--- src/sv/sha1c_pkg.sv ---
// Shared types and constants for the SHA-1 block compression engine.
`timescale 1ns / 1ps

package sha1c_pkg;

    typedef struct packed {
        logic [31:0] message_word;
        logic        new_message;
    } msg_beat_t;

    typedef struct packed {
        logic [31:0] digest_a;
        logic [31:0] digest_b;
        logic [31:0] digest_c;
        logic [31:0] digest_d;
        logic [31:0] digest_e;
    } dig_beat_t;

    typedef struct packed {
        logic [31:0] word;
        logic        restart;
        logic        last;
    } word_entry_t;

    typedef enum logic [1:0] {
        ST_LOAD,
        ST_ROUND,
        ST_FINISH
    } back_state_t;

    localparam logic [31:0] INIT_A = 32'h67452301;
    localparam logic [31:0] INIT_B = 32'hEFCDAB89;
    localparam logic [31:0] INIT_C = 32'h98BADCFE;
    localparam logic [31:0] INIT_D = 32'h10325476;
    localparam logic [31:0] INIT_E = 32'hC3D2E1F0;

    localparam logic [31:0] K_STAGE0 = 32'h5A827999;
    localparam logic [31:0] K_STAGE1 = 32'h6ED9EBA1;
    localparam logic [31:0] K_STAGE2 = 32'h8F1BBCDC;
    localparam logic [31:0] K_STAGE3 = 32'hCA62C1D6;

    localparam logic [3:0] LAST_SLOT  = 4'd15;
    localparam logic [6:0] LAST_ROUND = 7'd79;

endpackage

--- src/sv/sha1c_front.sv ---
// Front end: accepts message words and tags each with its block slot role.
`timescale 1ns / 1ps

module sha1c_front (
    input  logic                   clk,
    input  logic                   rst_n,
    input  logic                   msg_valid,
    output logic                   msg_stall,
    input  sha1c_pkg::msg_beat_t   msg,
    output logic                   push,
    output sha1c_pkg::word_entry_t entry,
    input  logic                   q_full
);
    import sha1c_pkg::*;

    logic [3:0] pos_reg;
    logic [3:0] pos_next;
    logic [3:0] slot;

    assign msg_stall = q_full;
    assign push      = msg_valid && !q_full;
    assign slot      = msg.new_message ? 4'd0 : pos_reg;

    always_comb
    begin
        entry.word    = msg.message_word;
        entry.restart = msg.new_message;
        entry.last    = (slot == LAST_SLOT);
        pos_next      = push ? slot + 4'd1 : pos_reg;
    end

    always_ff @(posedge clk or negedge rst_n)
    begin
        if (!rst_n)
        begin
            pos_reg <= 4'd0;
        end
        else
        begin
            pos_reg <= pos_next;
        end
    end

endmodule

--- src/sv/sha1c_queue.sv ---
// Short word queue between the front end and the compression engine.
`timescale 1ns / 1ps

module sha1c_queue #(
    parameter int DEPTH = 4
) (
    input  logic                   clk,
    input  logic                   rst_n,
    input  logic                   push,
    input  sha1c_pkg::word_entry_t push_entry,
    output logic                   full,
    input  logic                   pop,
    output logic                   head_valid,
    output sha1c_pkg::word_entry_t head
);
    import sha1c_pkg::*;

    localparam int PW = $clog2(DEPTH);
    localparam int CW = $clog2(DEPTH + 1);
    localparam logic [PW-1:0] PTR_LAST = PW'(DEPTH - 1);
    localparam logic [CW-1:0] CNT_FULL = CW'(DEPTH);

    word_entry_t   slot_reg [DEPTH];
    logic [PW-1:0] wr_ptr_reg;
    logic [PW-1:0] wr_ptr_next;
    logic [PW-1:0] rd_ptr_reg;
    logic [PW-1:0] rd_ptr_next;
    logic [CW-1:0] count_reg;
    logic [CW-1:0] count_next;

    assign full       = (count_reg == CNT_FULL);
    assign head_valid = (count_reg != '0);
    assign head       = slot_reg[rd_ptr_reg];

    always_comb
    begin
        wr_ptr_next = wr_ptr_reg;
        rd_ptr_next = rd_ptr_reg;
        count_next  = count_reg;
        if (push)
        begin
            wr_ptr_next = (wr_ptr_reg == PTR_LAST) ? '0 : wr_ptr_reg + PW'(1);
        end
        if (pop)
        begin
            rd_ptr_next = (rd_ptr_reg == PTR_LAST) ? '0 : rd_ptr_reg + PW'(1);
        end
        if (push && !pop)
        begin
            count_next = count_reg + CW'(1);
        end
        else if (pop && !push)
        begin
            count_next = count_reg - CW'(1);
        end
    end

    always_ff @(posedge clk or negedge rst_n)
    begin
        if (!rst_n)
        begin
            wr_ptr_reg <= '0;
            rd_ptr_reg <= '0;
            count_reg  <= '0;
        end
        else
        begin
            wr_ptr_reg <= wr_ptr_next;
            rd_ptr_reg <= rd_ptr_next;
            count_reg  <= count_next;
        end
    end

    always_ff @(posedge clk)
    begin
        if (push)
        begin
            slot_reg[wr_ptr_reg] <= push_entry;
        end
    end

    a_no_overflow: assert property (@(posedge clk) disable iff (!rst_n)
        push |-> (count_reg != CNT_FULL))
        else $error("queue push while full");

    a_no_underflow: assert property (@(posedge clk) disable iff (!rst_n)
        pop |-> (count_reg != '0))
        else $error("queue pop while empty");

    a_count_up: assert property (@(posedge clk) disable iff (!rst_n)
        (push && !pop) |=> (count_reg == $past(count_reg) + CW'(1)))
        else $error("queue count did not advance on push");

endmodule

--- src/sv/sha1c_back.sv ---
// Compression engine: loads the schedule window, runs 80 rounds, chains and emits the digest.
`timescale 1ns / 1ps

module sha1c_back (
    input  logic                   clk,
    input  logic                   rst_n,
    input  logic                   head_valid,
    input  sha1c_pkg::word_entry_t head,
    output logic                   pop,
    output logic                   dig_valid,
    input  logic                   dig_stall,
    output sha1c_pkg::dig_beat_t   dig
);
    import sha1c_pkg::*;

    back_state_t state_reg;
    back_state_t state_next;
    logic [6:0]  round_reg;
    logic [31:0] win_reg [16];
    logic [31:0] a_reg, b_reg, c_reg, d_reg, e_reg;
    logic [31:0] ha_reg, hb_reg, hc_reg, hd_reg, he_reg;
    logic        out_valid_reg;
    dig_beat_t   out_reg;

    logic        out_free;
    logic        do_load;
    logic        do_round;
    logic        do_finish;
    logic [31:0] sched_x;
    logic [31:0] w_new;
    logic [31:0] f_val;
    logic [31:0] k_val;
    logic [31:0] na;

    assign out_free  = !out_valid_reg || !dig_stall;
    assign dig_valid = out_valid_reg;
    assign dig       = out_reg;

    always_comb
    begin
        state_next = state_reg;
        case (state_reg)
            ST_LOAD:
            begin
                if (head_valid && head.last)
                begin
                    state_next = ST_ROUND;
                end
            end
            ST_ROUND:
            begin
                if (round_reg == LAST_ROUND)
                begin
                    state_next = ST_FINISH;
                end
            end
            ST_FINISH:
            begin
                if (out_free)
                begin
                    state_next = ST_LOAD;
                end
            end
            default:
            begin
                state_next = ST_LOAD;
            end
        endcase
    end

    always_comb
    begin
        do_load   = 1'b0;
        do_round  = 1'b0;
        do_finish = 1'b0;
        case (state_reg)
            ST_LOAD:   do_load   = head_valid;
            ST_ROUND:  do_round  = 1'b1;
            ST_FINISH: do_finish = out_free;
            default:   do_load   = 1'b0;
        endcase
        pop = do_load;
    end

    always_comb
    begin
        sched_x = win_reg[13] ^ win_reg[8] ^ win_reg[2] ^ win_reg[0];
        if (round_reg < 7'd16)
        begin
            w_new = win_reg[0];
        end
        else
        begin
            w_new = {sched_x[30:0], sched_x[31]};
        end
        case (round_reg) inside
            [7'd0:7'd19]:
            begin
                f_val = (b_reg & c_reg) | (~b_reg & d_reg);
                k_val = K_STAGE0;
            end
            [7'd20:7'd39]:
            begin
                f_val = b_reg ^ c_reg ^ d_reg;
                k_val = K_STAGE1;
            end
            [7'd40:7'd59]:
            begin
                f_val = (b_reg & c_reg) | (b_reg & d_reg) | (c_reg & d_reg);
                k_val = K_STAGE2;
            end
            default:
            begin
                f_val = b_reg ^ c_reg ^ d_reg;
                k_val = K_STAGE3;
            end
        endcase
        na = {a_reg[26:0], a_reg[31:27]} + f_val + e_reg + k_val + w_new;
    end

    always_ff @(posedge clk or negedge rst_n)
    begin
        if (!rst_n)
        begin
            state_reg     <= ST_LOAD;
            round_reg     <= 7'd0;
            out_valid_reg <= 1'b0;
            ha_reg        <= INIT_A;
            hb_reg        <= INIT_B;
            hc_reg        <= INIT_C;
            hd_reg        <= INIT_D;
            he_reg        <= INIT_E;
        end
        else
        begin
            state_reg <= state_next;
            if (do_round)
            begin
                round_reg <= (round_reg == LAST_ROUND) ? 7'd0 : round_reg + 7'd1;
            end
            if (do_load && head.restart)
            begin
                ha_reg <= INIT_A;
                hb_reg <= INIT_B;
                hc_reg <= INIT_C;
                hd_reg <= INIT_D;
                he_reg <= INIT_E;
            end
            else if (do_finish)
            begin
                ha_reg <= ha_reg + a_reg;
                hb_reg <= hb_reg + b_reg;
                hc_reg <= hc_reg + c_reg;
                hd_reg <= hd_reg + d_reg;
                he_reg <= he_reg + e_reg;
            end
            if (do_finish)
            begin
                out_valid_reg <= 1'b1;
            end
            else if (!dig_stall)
            begin
                out_valid_reg <= 1'b0;
            end
        end
    end

    always_ff @(posedge clk)
    begin
        if (do_load)
        begin
            for (int i = 0; i < 15; i++)
            begin
                win_reg[i] <= win_reg[i+1];
            end
            win_reg[15] <= head.word;
        end
        else if (do_round)
        begin
            for (int i = 0; i < 15; i++)
            begin
                win_reg[i] <= win_reg[i+1];
            end
            win_reg[15] <= w_new;
        end
        if (do_load && head.last)
        begin
            a_reg <= ha_reg;
            b_reg <= hb_reg;
            c_reg <= hc_reg;
            d_reg <= hd_reg;
            e_reg <= he_reg;
        end
        else if (do_round)
        begin
            a_reg <= na;
            b_reg <= a_reg;
            c_reg <= {b_reg[1:0], b_reg[31:2]};
            d_reg <= c_reg;
            e_reg <= d_reg;
        end
        if (do_finish)
        begin
            out_reg.digest_a <= ha_reg + a_reg;
            out_reg.digest_b <= hb_reg + b_reg;
            out_reg.digest_c <= hc_reg + c_reg;
            out_reg.digest_d <= hd_reg + d_reg;
            out_reg.digest_e <= he_reg + e_reg;
        end
    end

    a_round_idle: assert property (@(posedge clk) disable iff (!rst_n)
        (state_reg != ST_ROUND) |-> (round_reg == 7'd0))
        else $error("round counter active outside the round phase");

    a_round_end: assert property (@(posedge clk) disable iff (!rst_n)
        (state_reg == ST_ROUND && round_reg == LAST_ROUND) |=> (state_reg == ST_FINISH))
        else $error("round phase did not end after the last round");

    a_digest_out: assert property (@(posedge clk) disable iff (!rst_n)
        do_finish |=> (dig_valid && state_reg == ST_LOAD))
        else $error("finished block did not present a digest");

    a_no_pop_busy: assert property (@(posedge clk) disable iff (!rst_n)
        (state_reg != ST_LOAD) |-> !pop)
        else $error("word taken from queue while compressing");

endmodule

--- src/sv/sha1_block_compression_top.sv ---
// Top level of the SHA-1 block compression engine.
`timescale 1ns / 1ps

// Feed a padded message as 32-bit big-endian words, sixteen to a block; set
// new_message on the first word of a message to restart from the standard
// initial value (a partly collected block is then dropped). Each completed
// block yields one beat carrying the chained 160-bit value A..E; other words
// yield nothing. A block moves its words into the schedule window, runs its
// 80 rounds in the single round unit (one round per cycle), then takes the
// chaining add, which waits while the output register holds a stalled digest.
// A queue of QUEUE_DEPTH words takes input while the rounds run until it is
// full, and the digest waits in an output register as the next block loads.
module sha1_block_compression_top #(
    parameter int QUEUE_DEPTH = 4
) (
    input  logic                 clk,
    input  logic                 rst_n,
    input  logic                 msg_valid,
    output logic                 msg_stall,
    input  sha1c_pkg::msg_beat_t msg,
    output logic                 dig_valid,
    input  logic                 dig_stall,
    output sha1c_pkg::dig_beat_t dig
);
    import sha1c_pkg::*;

    logic        push;
    logic        q_full;
    logic        pop;
    logic        head_valid;
    word_entry_t push_entry;
    word_entry_t head;

    sha1c_front u_front (
        .clk       (clk),
        .rst_n     (rst_n),
        .msg_valid (msg_valid),
        .msg_stall (msg_stall),
        .msg       (msg),
        .push      (push),
        .entry     (push_entry),
        .q_full    (q_full)
    );

    sha1c_queue #(
        .DEPTH (QUEUE_DEPTH)
    ) u_queue (
        .clk        (clk),
        .rst_n      (rst_n),
        .push       (push),
        .push_entry (push_entry),
        .full       (q_full),
        .pop        (pop),
        .head_valid (head_valid),
        .head       (head)
    );

    sha1c_back u_back (
        .clk        (clk),
        .rst_n      (rst_n),
        .head_valid (head_valid),
        .head       (head),
        .pop        (pop),
        .dig_valid  (dig_valid),
        .dig_stall  (dig_stall),
        .dig        (dig)
    );

endmodule

--- config.mk ---
export PLATFORM = sky130hd
export DESIGN_NAME = sha1_block_compression_top
export DESIGN_NICKNAME = d
export VERILOG_FILES = /design/src/sv/sha1c_pkg.sv /design/src/sv/sha1c_front.sv /design/src/sv/sha1c_queue.sv /design/src/sv/sha1c_back.sv /design/src/sv/sha1_block_compression_top.sv
export SDC_FILE = /design/constraint.sdc
export NUM_CORES = 2
export LEC_CHECK = 0
export BUFFER_PORTS_ARGS = -buffer_cell sky130_fd_sc_hd__buf_2
export CAP_MARGIN = 20
export CORE_ASPECT_RATIO = 0.75
export CORE_MARGIN = 2
export CORE_UTILIZATION = 63
export CTS_BUF_LIST = sky130_fd_sc_hd__clkbuf_2 sky130_fd_sc_hd__clkbuf_4 sky130_fd_sc_hd__clkbuf_8
export DETAILED_ROUTE_END_ITERATION = 8
export PLACE_DENSITY = 0.78
export SYNTH_ARGS = -nofsm -noshare
export SYNTH_HDL_FRONTEND = slang
export SYNTH_SLANG_ARGS = --single-unit
--- constraint.sdc ---
create_clock -name clk -period 16.5 [get_ports clk]
set_input_delay 1.65 -clock clk [delete_from_list [all_inputs] [get_ports clk]]
set_output_delay 1.65 -clock clk [all_outputs]
set_load 0.01 [all_outputs]
==> impl_metrics.env <==
export IMPL_core_um2=84300
export IMPL_synth_edf_count=968
export IMPL_path_max_fanout=23
export IMPL_routed_via_density=6.11
export IMPL_clk_pin_slew_ns=0.07
export IMPL_grt_max_degree=207
export IMPL_r2r_start="u_back.round_reg[0]$_DFFE_PN0P_"
export IMPL_synth_seq_cells=1149
export IMPL_path_common_cell="fa_1"
export IMPL_clock_tree_buffer_depth=3
export IMPL_yosysWarningCount=0
export IMPL_max_stage_delay_ns=0.64
export IMPL_area_delta_synth_final_pct=11.2
export IMPL_gr_total_overflow=0
export IMPL_ios=199
export IMPL_ant_nets=0
export IMPL_cts_root_buf="clkbuf_8"
export IMPL_cts_num_sinks=1149
export IMPL_die_x_um=341
export IMPL_postCtsResizedCells=0
export IMPL_r2r_slack_ns=9.12
export IMPL_initial_core_util_pct=63.8
export IMPL_crit_buf_inv=4
export IMPL_htreeDepth=4
export IMPL_setup_violations_final=0
export IMPL_grt_use_total_pct=30.7
export IMPL_numCtsBuffers=168
export IMPL_port_buffers=198
export IMPL_holdPathStages=0
export IMPL_cp_num_cells=26
export IMPL_layout_nets=4682
export IMPL_die_y_um=257
export IMPL_tightest_slew_ns=1.14
export IMPL_clk_latency_ns=0.85
export IMPL_slew_headroom_pct=23.9
export IMPL_dpl_hpwl_mm=94.3
export IMPL_place_inst=5248
export IMPL_crit_required_ns=17.07
export IMPL_end_kind="flop"
export IMPL_fin_cells=5566
export IMPL_status="completed"
export IMPL_post_route_drc_count=0
export IMPL_dieArea_um2=87700
export IMPL_grt_pass1_vias=32447
export IMPL_tns_ns=0
export IMPL_syn_cell_area_um2=53700
export IMPL_gp_congestion=0.983
export IMPL_grt_pass1_wl_mm=200
export IMPL_syn_avg_cell_area_um2=13.4
export IMPL_vias=33997
export IMPL_postCtsSetupRepairBufs=0
export IMPL_period_share_pct=44.7
export IMPL_largest_register_ffs=512
export IMPL_holdBufCountCts=0
export IMPL_grt_antenna_before_repair=8
export IMPL_min_from="u_back.win_reg[0][450]$_DFFE_PP_"
export IMPL_crit_slowest_cell="nor3_2"
export IMPL_cts_tree="built"
export IMPL_maxSlewViolCount=0
export IMPL_drive_above_1_share_pct=15.2
export IMPL_worst_r2r_cell_count=26
export IMPL_finalHoldViolations=0
export IMPL_criticalPathCategory="reg2reg"
export IMPL_setup_worst_path_start_class="flop"
export IMPL_whs_endpoint="u_back.win_reg[0][418]$_DFFE_PP_"
export IMPL_drt_iter0_drc=4114
export IMPL_synthCells=4003
export IMPL_routedWlPerCell_um=23.9
export IMPL_crit_family="adder cells"
export IMPL_synth_cell_types=83
export IMPL_num_rows=92
export IMPL_synthArstFlopShare_pct=15.8
export IMPL_hp_class="reg2reg"
export IMPL_drv_cap=0
export IMPL_cp_arrival_ns=7.95
export IMPL_max_freq_mhz=136
export IMPL_timing_rr_end="u_back.a_reg[31]$_DFFE_PP_"
export IMPL_totalWireLength_mm=133
export IMPL_final_setup_skew_ns=0.0563
export IMPL_synth_main_ff_cell="edfxtp_1"
export IMPL_mappedNetlistNets=4394
export IMPL_rsz0062_at_grt="false"
export IMPL_dr_pass1_iters=8
export IMPL_yosysSeqAreaShare_pct=62.7
export IMPL_min_period_ns=7.38
[layer usage]
metal	track usage (%)	routed length, µm
met4	9.30	3490
met3	9.73	16200
met2	41.0	54100
met1	48.2	59200
met5	0	61
[area by class of cell]
class / count / area [µm²]
Tap cell: 1128 / 1410
Multi-Input combinational cell: 2441 / 18600
Sequential cell: 1149 / 33700
Clock inverter: 69 / 579
Timing Repair Buffer: 234 / 1320
Clock buffer: 247 / 3060
Antenna cell: 1 / 2.50
Inverter: 297 / 1120
Fill cell: 5652 / 24500
[worst max path at each step]
stage | from | end | slack [ns]
6_report | u_back.round_reg[0]$_DFFE_PN0P_ | u_back.a_reg[31]$_DFFE_PP_ | 9.12
3_5_place_dp | u_back.round_reg[0]$_DFFE_PN0P_ | u_back.a_reg[31]$_DFFE_PP_ | 9.27
4_1_cts | u_back.round_reg[0]$_DFFE_PN0P_ | u_back.a_reg[31]$_DFFE_PP_ | 9.27
3_3_place_gp | u_back.round_reg[0]$_DFFE_PN0P_ | u_back.a_reg[31]$_DFFE_PP_ | 9.37
5_1_grt | u_back.round_reg[0]$_DFFE_PN0P_ | u_back.a_reg[31]$_DFFE_PP_ | 8.59
2_1_floorplan | u_queue.count_reg[0]$_DFFE_PN0P_ | u_back.win_reg[0][0]$_DFFE_PP_ | 3.43
[placed cells by master (no fill, tap or decap), types with 28 or more instances in the layout]
cell type	netlist	final
mux4_2	32	32
a31oi_1	28	28
a21o_1	94	94
fa_1	125	125
xor2_1	48	48
dfstp_2	80	80
edfxtp_1	968	968
a22o_1	70	70
buf_2	2	197
xnor2_1	215	215
o21a_1	34	34
o22a_1	73	73
inv_1	295	294
nand2_1	481	479
ha_1	229	229
nor2b_1	35	35
nor2_1	151	149
nand3_1	38	38
dfrtp_1	101	100
clkbuf_8	0	193
o21ai_0	183	183
buf_4	0	33
a21oi_1	221	221
clkinv_1	2	29
nand2b_1	30	28
clkbuf_4	0	55
nor3_1	43	42
[stage by stage]
step	hold WS [ns]	instance area (µm²)	worst slack, ns	utilization [%]
floorplan	0.400	53700	3.43	-
global placement	0.400	56100	9.37	66.5
detailed placement	0.405	56100	9.27	66.5
CTS	0.413	59700	9.27	70.9
global route	0.414	59700	8.59	70.9
finish	0.411	59700	9.12	70.9
[cells in the mapped netlist, drive strengths merged, types with 11 or more instances]
master | n | area share (%)
edfxtp | 968 | 54
inv | 295 | 2.1
a21o | 94 | 1.3
mux2i | 11 | 0.20
a31oi | 29 | 0.35
a22o | 70 | 1.1
nor2b | 35 | 0.41
xor2 | 48 | 0.78
fa | 125 | 4.7
o21bai | 25 | 0.35
o211ai | 20 | 0.29
a211oi | 25 | 0.37
nand4 | 19 | 0.22
nand2 | 481 | 3.4
xnor2 | 215 | 3.5
nor3 | 45 | 0.44
o21a | 34 | 0.48
clkbuf | 108 | 0.75
dfrtp | 101 | 4.7
mux4 | 32 | 1.3
nand3 | 38 | 0.35
and2 | 13 | 0.15
a21oi | 224 | 2.1
nor2 | 151 | 1.1
o221ai | 26 | 0.42
o22a | 73 | 1.2
o31ai | 16 | 0.24
ha | 229 | 5.3
nand2b | 30 | 0.35
o21ai | 192 | 1.8
and3 | 17 | 0.20
dfstp | 80 | 3.9
[kinds of logic (layout without fill, tap and decap cells)]
logic type	count (synthesis)	after routing	share of synthesized area [%]
and+or+nand+nor	867	867	7.07
other	0	1	0
muxes	46	46	1.61
xor gates and xnor gates	263	263	4.29
adders and majority gates	354	354	9.99
DFF	1149	1149	62.7
AOI/OAI and AO/OA	911	911	11.4
buffers and inverters	413	847	2.89
Power is not shown: default switching activity piles up to over one toggle a cycle in this logic, so the estimate is an artifact.
